--- config.mk ---
export PLATFORM = sky130hd
export DESIGN_NAME = pid_controller_antiwindup_flat
export DESIGN_NICKNAME = d
export VERILOG_FILES = /design/src/hw/rtl/pidaw_pkg.sv /design/src/hw/rtl/pidaw_if.sv /design/src/hw/rtl/pidaw_mul.sv /design/src/hw/rtl/pid_controller_antiwindup.sv /design/src/flat_wrapper.sv
export SDC_FILE = /design/constraint.sdc
export NUM_CORES = 2
export LEC_CHECK = 0
export BUFFER_PORTS_ARGS = -buffer_cell sky130_fd_sc_hd__buf_2
export CAP_MARGIN = 40
export CORE_ASPECT_RATIO = 1.25
export CORE_UTILIZATION = 49
export DETAILED_ROUTE_END_ITERATION = 10
export SYNTH_ARGS = -nofsm -noshare
export SYNTH_HDL_FRONTEND = slang
export SYNTH_SLANG_ARGS = --single-unit
--- constraint.sdc ---
create_clock -name clk -period 9.1 [get_ports clk]
set_clock_uncertainty 0.1 [all_clocks]
set_input_delay 0.91 -clock clk [delete_from_list [all_inputs] [get_ports clk]]
set_output_delay 0.91 -clock clk [all_outputs]
set_load 0.01 [all_outputs]
--- src/hw/rtl/pidaw_pkg.sv ---
`timescale 1ns / 1ps

package pidaw_pkg;

	localparam int GAIN_W     = 32;
	localparam int TRACK_W    = 32;
	localparam int DIGIT_W    = 4;
	localparam int CFG_IDX_W  = 3;
	localparam int CFG_DATA_W = 32;

	localparam logic signed [TRACK_W-1:0] TRACK_MAX = {1'b0, {(TRACK_W-1){1'b1}}};
	localparam logic signed [TRACK_W-1:0] TRACK_MIN = {1'b1, {(TRACK_W-1){1'b0}}};

	typedef enum logic [CFG_IDX_W-1:0] {
		REG_GAIN_P,
		REG_GAIN_I,
		REG_GAIN_D,
		REG_GAIN_TRACK,
		REG_SETPOINT,
		REG_OUT_MIN,
		REG_OUT_MAX,
		REG_INVERT
	} cfg_reg_t;

	typedef enum logic [3:0] {
		ST_IDLE,
		ST_P_GO,
		ST_P_WAIT,
		ST_D_GO,
		ST_D_WAIT,
		ST_CLAMP,
		ST_DIFF,
		ST_T_GO,
		ST_T_WAIT,
		ST_I_GO,
		ST_I_WAIT,
		ST_ICLAMP,
		ST_DONE
	} state_t;

endpackage

--- src/hw/rtl/pidaw_if.sv ---
`timescale 1ns / 1ps

interface pidaw_sample_if #(
	parameter int SAMPLE_BITS = 16
) ();
	logic                          valid;
	logic                          ready;
	logic signed [SAMPLE_BITS-1:0] measurement;

	modport source (output valid, output measurement, input ready);
	modport sink (input valid, input measurement, output ready);
endinterface

interface pidaw_control_if #(
	parameter int SAMPLE_BITS = 16
) ();
	logic                          valid;
	logic                          ready;
	logic signed [SAMPLE_BITS-1:0] drive;
	logic                          clamped;

	modport source (output valid, output drive, output clamped, input ready);
	modport sink (input valid, input drive, input clamped, output ready);
endinterface

interface pidaw_cfg_if import pidaw_pkg::*; ();
	logic                  valid;
	logic                  ready;
	logic [CFG_IDX_W-1:0]  index;
	logic [CFG_DATA_W-1:0] data;

	modport source (output valid, output index, output data, input ready);
	modport sink (input valid, input index, input data, output ready);
endinterface

--- src/hw/rtl/pidaw_mul.sv ---
`timescale 1ns / 1ps

module pidaw_mul import pidaw_pkg::*; #(
	parameter int OPD_W  = 32,
	parameter int PROD_W = 67
) (
	input  logic                     clk,
	input  logic                     arst_n,
	input  logic                     start,
	input  logic signed [GAIN_W-1:0] gain,
	input  logic signed [OPD_W-1:0]  opd,
	output logic                     done,
	output logic signed [PROD_W-1:0] prod
);

	localparam int NDIG  = (OPD_W + DIGIT_W - 1) / DIGIT_W;
	localparam int LOW_W = NDIG * DIGIT_W;
	localparam int ACC_W = GAIN_W + DIGIT_W + 1;
	localparam int CNT_W = $clog2(NDIG + 1);

	logic                     busy_q;
	logic                     done_q;
	logic [CNT_W-1:0]         cnt_q;
	logic signed [GAIN_W-1:0] gain_q;
	logic [LOW_W-1:0]         opd_q;
	logic signed [ACC_W-1:0]  acc_q;
	logic [LOW_W-1:0]         low_q;

	logic                     last;
	logic [DIGIT_W-1:0]       dig;
	logic signed [DIGIT_W:0]  dig_s;
	logic signed [ACC_W-1:0]  pp;
	logic signed [ACC_W-1:0]  sum;

	assign last  = cnt_q == CNT_W'(NDIG - 1);
	assign dig   = opd_q[DIGIT_W-1:0];
	// top digit carries the operand sign, all others are unsigned
	assign dig_s = last ? {dig[DIGIT_W-1], dig} : {1'b0, dig};
	assign pp    = gain_q * dig_s;
	assign sum   = acc_q + pp;

	always_ff @(posedge clk or negedge arst_n) begin
		if (!arst_n) begin
			busy_q <= 1'b0;
			done_q <= 1'b0;
			cnt_q  <= '0;
		end else begin
			done_q <= busy_q && last;
			if (start) begin
				busy_q <= 1'b1;
				cnt_q  <= '0;
			end else if (busy_q) begin
				cnt_q <= cnt_q + 1'b1;
				if (last) begin
					busy_q <= 1'b0;
				end
			end
		end
	end

	always_ff @(posedge clk) begin
		if (start) begin
			gain_q <= gain;
			opd_q  <= LOW_W'(opd);
			acc_q  <= '0;
		end else if (busy_q) begin
			acc_q <= sum >>> DIGIT_W;
			low_q <= {sum[DIGIT_W-1:0], low_q[LOW_W-1:DIGIT_W]};
			opd_q <= opd_q >> DIGIT_W;
		end
	end

	assign done = done_q;
	assign prod = PROD_W'($signed({acc_q, low_q}));

endmodule

--- src/hw/rtl/pid_controller_antiwindup.sv ---
`timescale 1ns / 1ps

// PID regulator with tracking anti-windup. Each measurement beat yields one drive beat.
// One shared digit-serial multiplier (4 bits of the operand per cycle) forms the four
// products of a sample in turn: Kp*e, Kd*dy, Ktrack*(u-v) and Ki*e, each over
// N = ceil(max(SAMPLE_BITS+1, 32) / 4) operand digits. The drive is loaded after the
// fourth product and the integral clamp, and the next sample can be taken in the cycle
// after the load. The result sits in an output register, so a new sample is taken
// while the previous drive still waits; a sample only stalls when its own drive is
// ready and the previous one has not been taken.
// Configuration writes are accepted at any cycle and take effect at once.
module pid_controller_antiwindup import pidaw_pkg::*; #(
	parameter int SAMPLE_BITS    = 16,
	parameter int GAIN_FRAC_BITS = 16
) (
	input logic               clk,
	input logic               arst_n,
	pidaw_sample_if.sink      sample,
	pidaw_control_if.source   control,
	pidaw_cfg_if.sink         cfg
);

	localparam int EW    = SAMPLE_BITS + 1;
	localparam int LW    = SAMPLE_BITS + GAIN_FRAC_BITS;
	localparam int OPD_W = (EW > TRACK_W) ? EW : TRACK_W;
	localparam int AW    = GAIN_W + OPD_W + 3;

	state_t state_q, state_nxt;

	logic signed [GAIN_W-1:0]      gain_p_q, gain_i_q, gain_d_q, gain_track_q;
	logic signed [SAMPLE_BITS-1:0] setpoint_q, out_min_q, out_max_q;
	logic                          invert_q;

	logic signed [SAMPLE_BITS-1:0] prev_q;
	logic signed [LW-1:0]          integral_q;

	logic signed [EW-1:0]      e_q, dy_q;
	logic signed [AW-1:0]      acc_q;
	logic signed [LW-1:0]      u_q;
	logic                      clamped_q;
	logic signed [TRACK_W-1:0] d_q;

	logic                          out_valid_q;
	logic signed [SAMPLE_BITS-1:0] drive_q;
	logic                          clamp_out_q;

	logic in_ready, mul_start, out_free, out_load;
	logic signed [GAIN_W-1:0] mul_gain;
	logic signed [OPD_W-1:0]  mul_opd;
	logic                     mul_done;
	logic signed [AW-1:0]     mul_prod;

	logic signed [EW-1:0] err_raw, err, dmeas;
	logic signed [LW-1:0] lo, hi;
	logic signed [AW-1:0] lo_a, hi_a, diff;
	logic                 below, above, diff_pos_ovf, diff_neg_ovf;
	logic signed [LW-1:0] clamp_val;
	logic                 in_beat;

	assign in_beat = sample.valid && in_ready;

	assign err_raw = EW'(setpoint_q) - EW'(sample.measurement);
	assign err     = invert_q ? -err_raw : err_raw;
	assign dmeas   = EW'(sample.measurement) - EW'(prev_q);

	assign lo   = {out_min_q, {GAIN_FRAC_BITS{1'b0}}};
	assign hi   = {out_max_q, {GAIN_FRAC_BITS{1'b0}}};
	assign lo_a = AW'(lo);
	assign hi_a = AW'(hi);

	// crossed limits: anything not below out_min goes to out_max
	assign below     = acc_q < lo_a;
	assign above     = acc_q > hi_a;
	assign clamp_val = below ? lo : (above ? hi : acc_q[LW-1:0]);

	assign diff         = AW'(u_q) - acc_q;
	assign diff_pos_ovf = !diff[AW-1] && (|diff[AW-2:TRACK_W-1]);
	assign diff_neg_ovf = diff[AW-1] && !(&diff[AW-2:TRACK_W-1]);

	assign out_free = !out_valid_q || control.ready;
	assign out_load = (state_q == ST_DONE) && out_free;

	pidaw_mul #(
		.OPD_W  (OPD_W),
		.PROD_W (AW)
	) u_mul (
		.clk    (clk),
		.arst_n (arst_n),
		.start  (mul_start),
		.gain   (mul_gain),
		.opd    (mul_opd),
		.done   (mul_done),
		.prod   (mul_prod)
	);

	// configuration
	assign cfg.ready = 1'b1;

	always_ff @(posedge clk or negedge arst_n) begin
		if (!arst_n) begin
			gain_p_q     <= '0;
			gain_i_q     <= '0;
			gain_d_q     <= '0;
			gain_track_q <= '0;
			setpoint_q   <= '0;
			out_min_q    <= '0;
			out_max_q    <= '0;
			invert_q     <= 1'b0;
		end else if (cfg.valid) begin
			unique case (cfg_reg_t'(cfg.index))
				REG_GAIN_P:     gain_p_q     <= cfg.data[GAIN_W-1:0];
				REG_GAIN_I:     gain_i_q     <= cfg.data[GAIN_W-1:0];
				REG_GAIN_D:     gain_d_q     <= cfg.data[GAIN_W-1:0];
				REG_GAIN_TRACK: gain_track_q <= cfg.data[GAIN_W-1:0];
				REG_SETPOINT:   setpoint_q   <= cfg.data[SAMPLE_BITS-1:0];
				REG_OUT_MIN:    out_min_q    <= cfg.data[SAMPLE_BITS-1:0];
				REG_OUT_MAX:    out_max_q    <= cfg.data[SAMPLE_BITS-1:0];
				REG_INVERT:     invert_q     <= cfg.data[0];
			endcase
		end
	end

	// sequencer
	always_comb begin
		state_nxt = state_q;
		unique case (state_q)
			ST_IDLE:   if (in_beat) state_nxt = ST_P_GO;
			ST_P_GO:   state_nxt = ST_P_WAIT;
			ST_P_WAIT: if (mul_done) state_nxt = ST_D_GO;
			ST_D_GO:   state_nxt = ST_D_WAIT;
			ST_D_WAIT: if (mul_done) state_nxt = ST_CLAMP;
			ST_CLAMP:  state_nxt = ST_DIFF;
			ST_DIFF:   state_nxt = ST_T_GO;
			ST_T_GO:   state_nxt = ST_T_WAIT;
			ST_T_WAIT: if (mul_done) state_nxt = ST_I_GO;
			ST_I_GO:   state_nxt = ST_I_WAIT;
			ST_I_WAIT: if (mul_done) state_nxt = ST_ICLAMP;
			ST_ICLAMP: state_nxt = ST_DONE;
			ST_DONE:   if (out_free) state_nxt = ST_IDLE;
			default:   state_nxt = ST_IDLE;
		endcase
	end

	always_comb begin
		in_ready  = 1'b0;
		mul_start = 1'b0;
		mul_gain  = gain_p_q;
		mul_opd   = OPD_W'(e_q);
		unique case (state_q)
			ST_IDLE: in_ready = 1'b1;
			ST_P_GO: begin
				mul_start = 1'b1;
				mul_gain  = gain_p_q;
				mul_opd   = OPD_W'(e_q);
			end
			ST_D_GO: begin
				mul_start = 1'b1;
				mul_gain  = gain_d_q;
				mul_opd   = OPD_W'(dy_q);
			end
			ST_T_GO: begin
				mul_start = 1'b1;
				mul_gain  = gain_track_q;
				mul_opd   = OPD_W'(d_q);
			end
			ST_I_GO: begin
				mul_start = 1'b1;
				mul_gain  = gain_i_q;
				mul_opd   = OPD_W'(e_q);
			end
			default: begin
				in_ready  = 1'b0;
				mul_start = 1'b0;
			end
		endcase
	end

	always_ff @(posedge clk or negedge arst_n) begin
		if (!arst_n) begin
			state_q     <= ST_IDLE;
			prev_q      <= '0;
			integral_q  <= '0;
			out_valid_q <= 1'b0;
		end else begin
			state_q <= state_nxt;
			if (in_beat) begin
				prev_q <= sample.measurement;
			end
			if (state_q == ST_ICLAMP) begin
				integral_q <= clamp_val;
			end
			if (out_load) begin
				out_valid_q <= 1'b1;
			end else if (control.ready) begin
				out_valid_q <= 1'b0;
			end
		end
	end

	// datapath
	always_ff @(posedge clk) begin
		if (in_beat) begin
			e_q   <= err;
			dy_q  <= dmeas;
			acc_q <= AW'(integral_q);
		end
		unique case (state_q)
			ST_P_WAIT, ST_D_WAIT, ST_I_WAIT: begin
				if (mul_done) acc_q <= acc_q + mul_prod;
			end
			ST_T_WAIT: begin
				// tracking term rounds toward minus infinity, then starts the new integral
				if (mul_done) acc_q <= AW'(integral_q) + (mul_prod >>> GAIN_FRAC_BITS);
			end
			ST_CLAMP: begin
				u_q       <= clamp_val;
				clamped_q <= below || above;
			end
			ST_DIFF: begin
				priority if (diff_pos_ovf) d_q <= TRACK_MAX;
				else if (diff_neg_ovf) d_q <= TRACK_MIN;
				else d_q <= diff[TRACK_W-1:0];
			end
			default: begin
			end
		endcase
		if (out_load) begin
			drive_q     <= u_q[LW-1:GAIN_FRAC_BITS];
			clamp_out_q <= clamped_q;
		end
	end

	assign sample.ready    = in_ready;
	assign control.valid   = out_valid_q;
	assign control.drive   = drive_q;
	assign control.clamped = clamp_out_q;

	a_mul_done_in_wait: assert property (@(posedge clk) disable iff (!arst_n)
		mul_done |-> (state_q == ST_P_WAIT || state_q == ST_D_WAIT ||
			state_q == ST_T_WAIT || state_q == ST_I_WAIT))
		else $error("multiplier finished outside a wait state");

	a_integral_in_limits: assert property (@(posedge clk) disable iff (!arst_n)
		(state_q == ST_DONE && out_min_q <= out_max_q) |->
			(integral_q >= lo && integral_q <= hi))
		else $error("integral outside drive limits after update");

	a_done_holds: assert property (@(posedge clk) disable iff (!arst_n)
		(state_q == ST_DONE && out_valid_q && !control.ready) |=> state_q == ST_DONE)
		else $error("result left while output register still occupied");

endmodule

--- src/flat_wrapper.sv ---
// flat-port wrapper written by rule: the top's interface ports become plain ports
module pid_controller_antiwindup_flat import pidaw_pkg::*;
#(
	parameter int SAMPLE_BITS    = 16,
	parameter int GAIN_FRAC_BITS = 16
)
  (clk, arst_n, sample_valid, sample_measurement, sample_ready, control_valid, control_drive, control_clamped, control_ready, cfg_valid, cfg_index, cfg_data, cfg_ready);
  pidaw_sample_if #(.SAMPLE_BITS(SAMPLE_BITS)) sample_i ();
  pidaw_control_if #(.SAMPLE_BITS(SAMPLE_BITS)) control_i ();
  pidaw_cfg_if cfg_i ();
  input logic clk;
  input logic arst_n;
  input wire logic [$bits(sample_i.valid)-1:0] sample_valid;
  input wire logic [$bits(sample_i.measurement)-1:0] sample_measurement;
  output wire logic [$bits(sample_i.ready)-1:0] sample_ready;
  output wire logic [$bits(control_i.valid)-1:0] control_valid;
  output wire logic [$bits(control_i.drive)-1:0] control_drive;
  output wire logic [$bits(control_i.clamped)-1:0] control_clamped;
  input wire logic [$bits(control_i.ready)-1:0] control_ready;
  input wire logic [$bits(cfg_i.valid)-1:0] cfg_valid;
  input wire logic [$bits(cfg_i.index)-1:0] cfg_index;
  input wire logic [$bits(cfg_i.data)-1:0] cfg_data;
  output wire logic [$bits(cfg_i.ready)-1:0] cfg_ready;
  assign sample_i.valid = sample_valid;
  assign sample_i.measurement = sample_measurement;
  assign sample_ready = sample_i.ready;
  assign control_valid = control_i.valid;
  assign control_drive = control_i.drive;
  assign control_clamped = control_i.clamped;
  assign control_i.ready = control_ready;
  assign cfg_i.valid = cfg_valid;
  assign cfg_i.index = cfg_index;
  assign cfg_i.data = cfg_data;
  assign cfg_ready = cfg_i.ready;
  pid_controller_antiwindup #(.SAMPLE_BITS(SAMPLE_BITS), .GAIN_FRAC_BITS(GAIN_FRAC_BITS)) u_core (.clk(clk), .arst_n(arst_n), .sample(sample_i), .control(control_i), .cfg(cfg_i));
endmodule
### Word level (Yosys, flattened, before mapping)

Index checks and enable logic that the tools add are counted.

| storage, ports and cells | value |
|---|---|
| bits in registers | 548 |
| input bits | 56 |
| output and inout port bits | 20 |
| logic and storage cells | 122 |

| cells by class | value |
|---|---|
| add/sub/neg operators | 8 |
| $mul | 1 |
| order comparisons | 2 |
| eq/ne operators | 26 |
| muxes and demuxes | 29 |
| bitwise operators | 1 |
| reduce and logical (&&, ||, !) cells | 28 |

Operators by type and width:

| kind | count |
|---|---|
| $mux 67 | 3 |
| $mux 32 | 5 |
| $pmux 67 s2 | 1 |
| $pmux 32 s3 | 1 |
| $add 67x65->67 | 1 |
| $gt 67x32->1 | 1 |
| $lt 67x32->1 | 1 |
| $sub 32x67->67 | 1 |
| $pmux 32 s2 | 1 |
| $pmux 4 s13 | 1 |
| $add 32x49->50 | 1 |
| $add 33x37->37 | 1 |
| $mul 32x5->37 | 1 |
| $reduce_and 35->1 | 1 |
| $reduce_or 35->1 | 1 |
| $sub 16x16->17 | 2 |
| $mux 4 | 8 |
| $eq 4x3->1 const B | 5 |
| $eq 4x4->1 const B | 5 |
| $reduce_and 2->1 | 9 |
| $mux 17 | 1 |
| $neg 17->17 | 1 |
| $eq 3x3->1 const B | 4 |
| $eq 4x2->1 const B | 2 |
| 18 further kinds | 37 |

### Depth between registers and ports, before layout

| depth | value |
|---|---|
| word-level depth | 6 |
| gate-level depth with buffers | 25 |
| depth with buffers taken out | 24 |

### Hierarchy

From an unflattened synthesis, not the netlist that was laid out.

| second synthesis, totals | value |
|---|---|
| cells, all modules | 4,811 |
| area, all modules | 44,422.6 um^2 |

Modules (own cells, without submodules):

| module | instances | cells each | area an instance (um^2) | seq. area each (um^2) |
|---|---|---|---|---|
| pid_controller_antiwindup | 1 | 3,701 | 32,932.8 | 10,580.1 |
| pidaw_mul | 1 | 1,110 | 11,489.8 | 3,693.5 |

### Worst setup path before layout

Ideal clock, no wire load.

| timing | value |
|---|---|
| path kind | register to register |
| from | register u_core.u_mul.cnt_q[0] |
| to | register u_core.u_mul.acc_q[31] |
| library setup time | 0.123 ns |
| arrival | 5.689 ns |
| data required time | 8.877 ns |
| slack | 3.189 ns |
| cell stages (with the launch flop) | 26 |
| buffers on the path | 1 |
| clock period less this slack | 5.911 ns |
| path through | dfrtp_1 > ha_1 > nand2_1 > nor2_1 > nand2_1 > clkbuf_1 > nor2_1 > fa_1 > inv_1 > fa_1 > fa_1 > inv_1 > ha_1 > ha_1 > nor2b_1 > o21ai_0 > a21boi_0 > o41a_1 > a21bo_2 > a311oi_1 > or2_2 > a311oi_1 > a21o_1 > a2111o_1 > o21ai_0 > o21ai_0 |

| on the way | value |
|---|---|
| longest elaborated chain between the ends | 4 |

Ends and longest elaborated chain:

| element | RTL line | text |
|---|---|---|
| start: declaration | pidaw_mul.sv:23 | `logic [CNT_W-1:0] cnt_q;` |
| start signal: assignment | pidaw_mul.sv:53 | `cnt_q <= cnt_q + 1'b1;` |
| $eq 4x3->1 | pidaw_mul.sv:35 | `assign last = cnt_q == CNT_W'(NDIG - 1);` |
| $mux 5 | pidaw_mul.sv:38 | `assign dig_s = last ? {dig[DIGIT_W-1], dig} : {1'b0, dig};` |
| $mul 32x5->37 | pidaw_mul.sv:39 | `assign pp = gain_q * dig_s;` |
| $add 33x37->37 | pidaw_mul.sv:40 | `assign sum = acc_q + pp;` |
| end signal: assignment | pidaw_mul.sv:67 | `acc_q <= sum >>> DIGIT_W;` |
| end: declaration | pidaw_mul.sv:26 | `logic signed [ACC_W-1:0] acc_q;` |

No other way between the ends.
A chain may end at the register's enable or synchronous reset.

### Worst setup path in the final report

| timing | value |
|---|---|
| from | register u_core.u_mul.cnt_q[0] |
| to | register u_core.u_mul.acc_q[28] |

The elaborated chain is that of the path after synthesis.

==> impl_metrics.yaml <==
routing:
  ant_nets: 0
  drcViolationCount: 0
  route.vias.total: 35000
  wl_per_cell_um: 22.2
  vias_per_cell: 5.95
  drt_iter0_markers: 2588
  drt_first_pass_iters: 6
  routed_wl_um: 131000
timing:
  fmax_mhz: 151
  worst_pin_slew_ps: 947
  min_period_ps: 6640
  finalCritPeriodShare_pct: 72.9
  finalWorstSetupSlack_ps: 2460
  rsz0062_at_grt: "no"
  setup_tns_ps: 0
  finalMaxSlewViolations: 0
  setup_viol: 0
  hold_viol: 0
  slew_headroom_pct: 36.2
die:
  io_pins: 76
  die_area_um2: 89500
  die_h_um: 334
  num_rows: 121
  coreArea_um2: 87200
  start_util_pct: 49.6
  die_w_um: 268
global_route:
  grt_usage_pct: 29.2
  grt_pass1_vias: 34100
  antenna_found_initial: 2
  grt_start_max_net_pins: 99
  grt_remaining_overflow: 0
  grt_pass1_wl_um: 201000
min_path:
  hold_path_class: "input pin to asynchronous set/reset pin"
synth:
  synth_top_area_cell: "edfxtp_1"
  yosysWarnings: 0
  synth_fp_nets: 5268
  synth-seq-cells: 548
  synth_area_per_cell_um2: 9.23
  synth.distinct_cells: 102
  synth.top_cells.by_area: "edfxtp_1 (15%), dfrtp_1 (14%), ha_1 (11%)"
  synth_area_um2: 43300
  ys_async_sr_fraction_pct: 43.1
  seq_area_frac_synth_pct: 33.0
  post_synth_inst_count: 4688
  synth_common_cells: "inv_1 (395), ha_1 (389), nand2_1 (389), a21oi_1 (361), nor2_1 (300)"
  yosysMostFrequentCell: "inv_1"
  yosys.area.top_type_share_pct: 14.7
  synth_ff_type: "dfrtp_1"
  synth_edf_count: 212
critical_path:
  critPathMaxFanout: 33
  slowest_delay_ps: 570
  cp_cell_sequence: "ha_1 > nand2_1 > nor2_1 > nand2_1 > buf_4 > or2_2 > fa_1 > fa_1 > fa_1 > fa_1 > inv_1 > ha_1 > a211oi_1 > o21ai_0 > o2111ai_1 > a211oi_1 > o21ai_0 > a211oi_1 > o31ai_1 > a21oi_1 > a21o_1 > a21oi_1 > xor2_1 > o21ai_0"
  cp_slowest_cell: "fa_1"
  crit_type: "flip-flop to flip-flop"
  path_delay_family: "adder cells"
  critPathBufInv: 2
  cp_data_arrival_time_ps: 7070
  critPathLaunchType: "flip-flop"
  path_common_cell: "fa_1"
  cp-end-kind: "flip-flop"
  critPathRequiredTime_ps: 9540
clock_tree:
  cts_hold_buf: 0
  cts_tree: "yes"
  ctsResizeCount: 0
  clkLatencyLatePin_ps: 670
  numCtsBuffers: 59
  clock_sinks: 548
  htreeDepth: 2
  cts-root-buf: "clkbuf_16"
  cts_setup_buffers: 0
  clk_pin_slew_ps: 70
  cts_buffer_depth: 3
layout:
  finalNetCount: 5247
  instances_no_fill: 5886
  antenna_cells: 0
  syn2layout_area_growth_pct: 8.35
  reg_top3: "u_core.acc_q x67, u_core.u_mul.acc_q x33"
  drive_above_1_share_pct: 10.1
  regMostFlops: "u_core.acc_q"
  fin_util_pct: 53.8
  largest_reg_flops: 67
place:
  place_congestion: 0.983
  port-buffer-count: 74
  pre_cts_ws_ps: 2490
  placed_cells: 5774
  dp_hpwl_um: 101000
run:
  cap_violations: 0
run_status:
  status: "finished, final reports clean"
-- layer usage --
layer  global-route usage, %  part of all wire (%)
met3                    3.28                   4.6
met2                    47.7                    46
met1                    38.9                    44
met5                       0                0.0099
met4                    12.5                   4.7
-- placed cells by master (no fill, tap or decap), types with 46 or more instances in the layout --
cell type and instances:
a21o_1 174, a21oi_1 360, and2_1 141, buf_2 77
buf_4 46, clkbuf_16 61, dfrtp_1 236, dfxtp_1 100
edfxtp_1 212, fa_1 135, ha_1 389, inv_1 394
mux2_2 177, nand2_1 388, nand3_1 75, nand4_1 78
nor2_1 294, nor3_1 54, o21ai_0 239, xnor2_1 140
xor2_1 76
-- cell families after synthesis --
kind of cell	synth area share [%]
AO/OA/AOI/OAI	19.4
XOR/XNOR	4.37
adder cells (fa/ha/maj)	17.5
buffers and inverters	5.57
flip-flops	33.0
multiplexers	5.65
other	0.00867
AND/OR/NAND/NOR	14.5
-- metrics by stage --
stage	cell area (um^2)	hold slack (ps)
2_1_floorplan	43300	300
3_3_place_gp	44600	321
3_5_place_dp	44900	322
4_1_cts	46900	185
5_1_grt	46900	221
6_report	46900	169
-- final cells by class --
type / count / area, um^2
fill: 8080 / 40300
tap: 1168 / 1460
timing repair buffer: 135 / 996
multi-input combinational: 3527 / 26700
clock buffer: 87 / 1690
sequential: 548 / 14300
inverter: 396 / 1490
clock inverter: 25 / 288
-- worst paths after layout --
check	slack, ps	endpoint	cells past startpoint	start
setup / recovery	2460	u_core.u_mul.acc_q[28]	24	u_core.u_mul.cnt_q[0]
hold / removal	170	u_core.gain_d_q[29]	1	arst_n
setup reg to reg	2460	u_core.u_mul.acc_q[28]	24	u_core.u_mul.cnt_q[0]
hold reg to reg	330	u_core.control.clamped	0	u_core.clamped_q
max in group asynchronous	7540	u_core.state_q[2]	3	arst_n
min in group clk	330	u_core.control.clamped	0	u_core.clamped_q
Power is not shown: default switching activity piles up to over one toggle a cycle in this logic, so the estimate is an artifact.
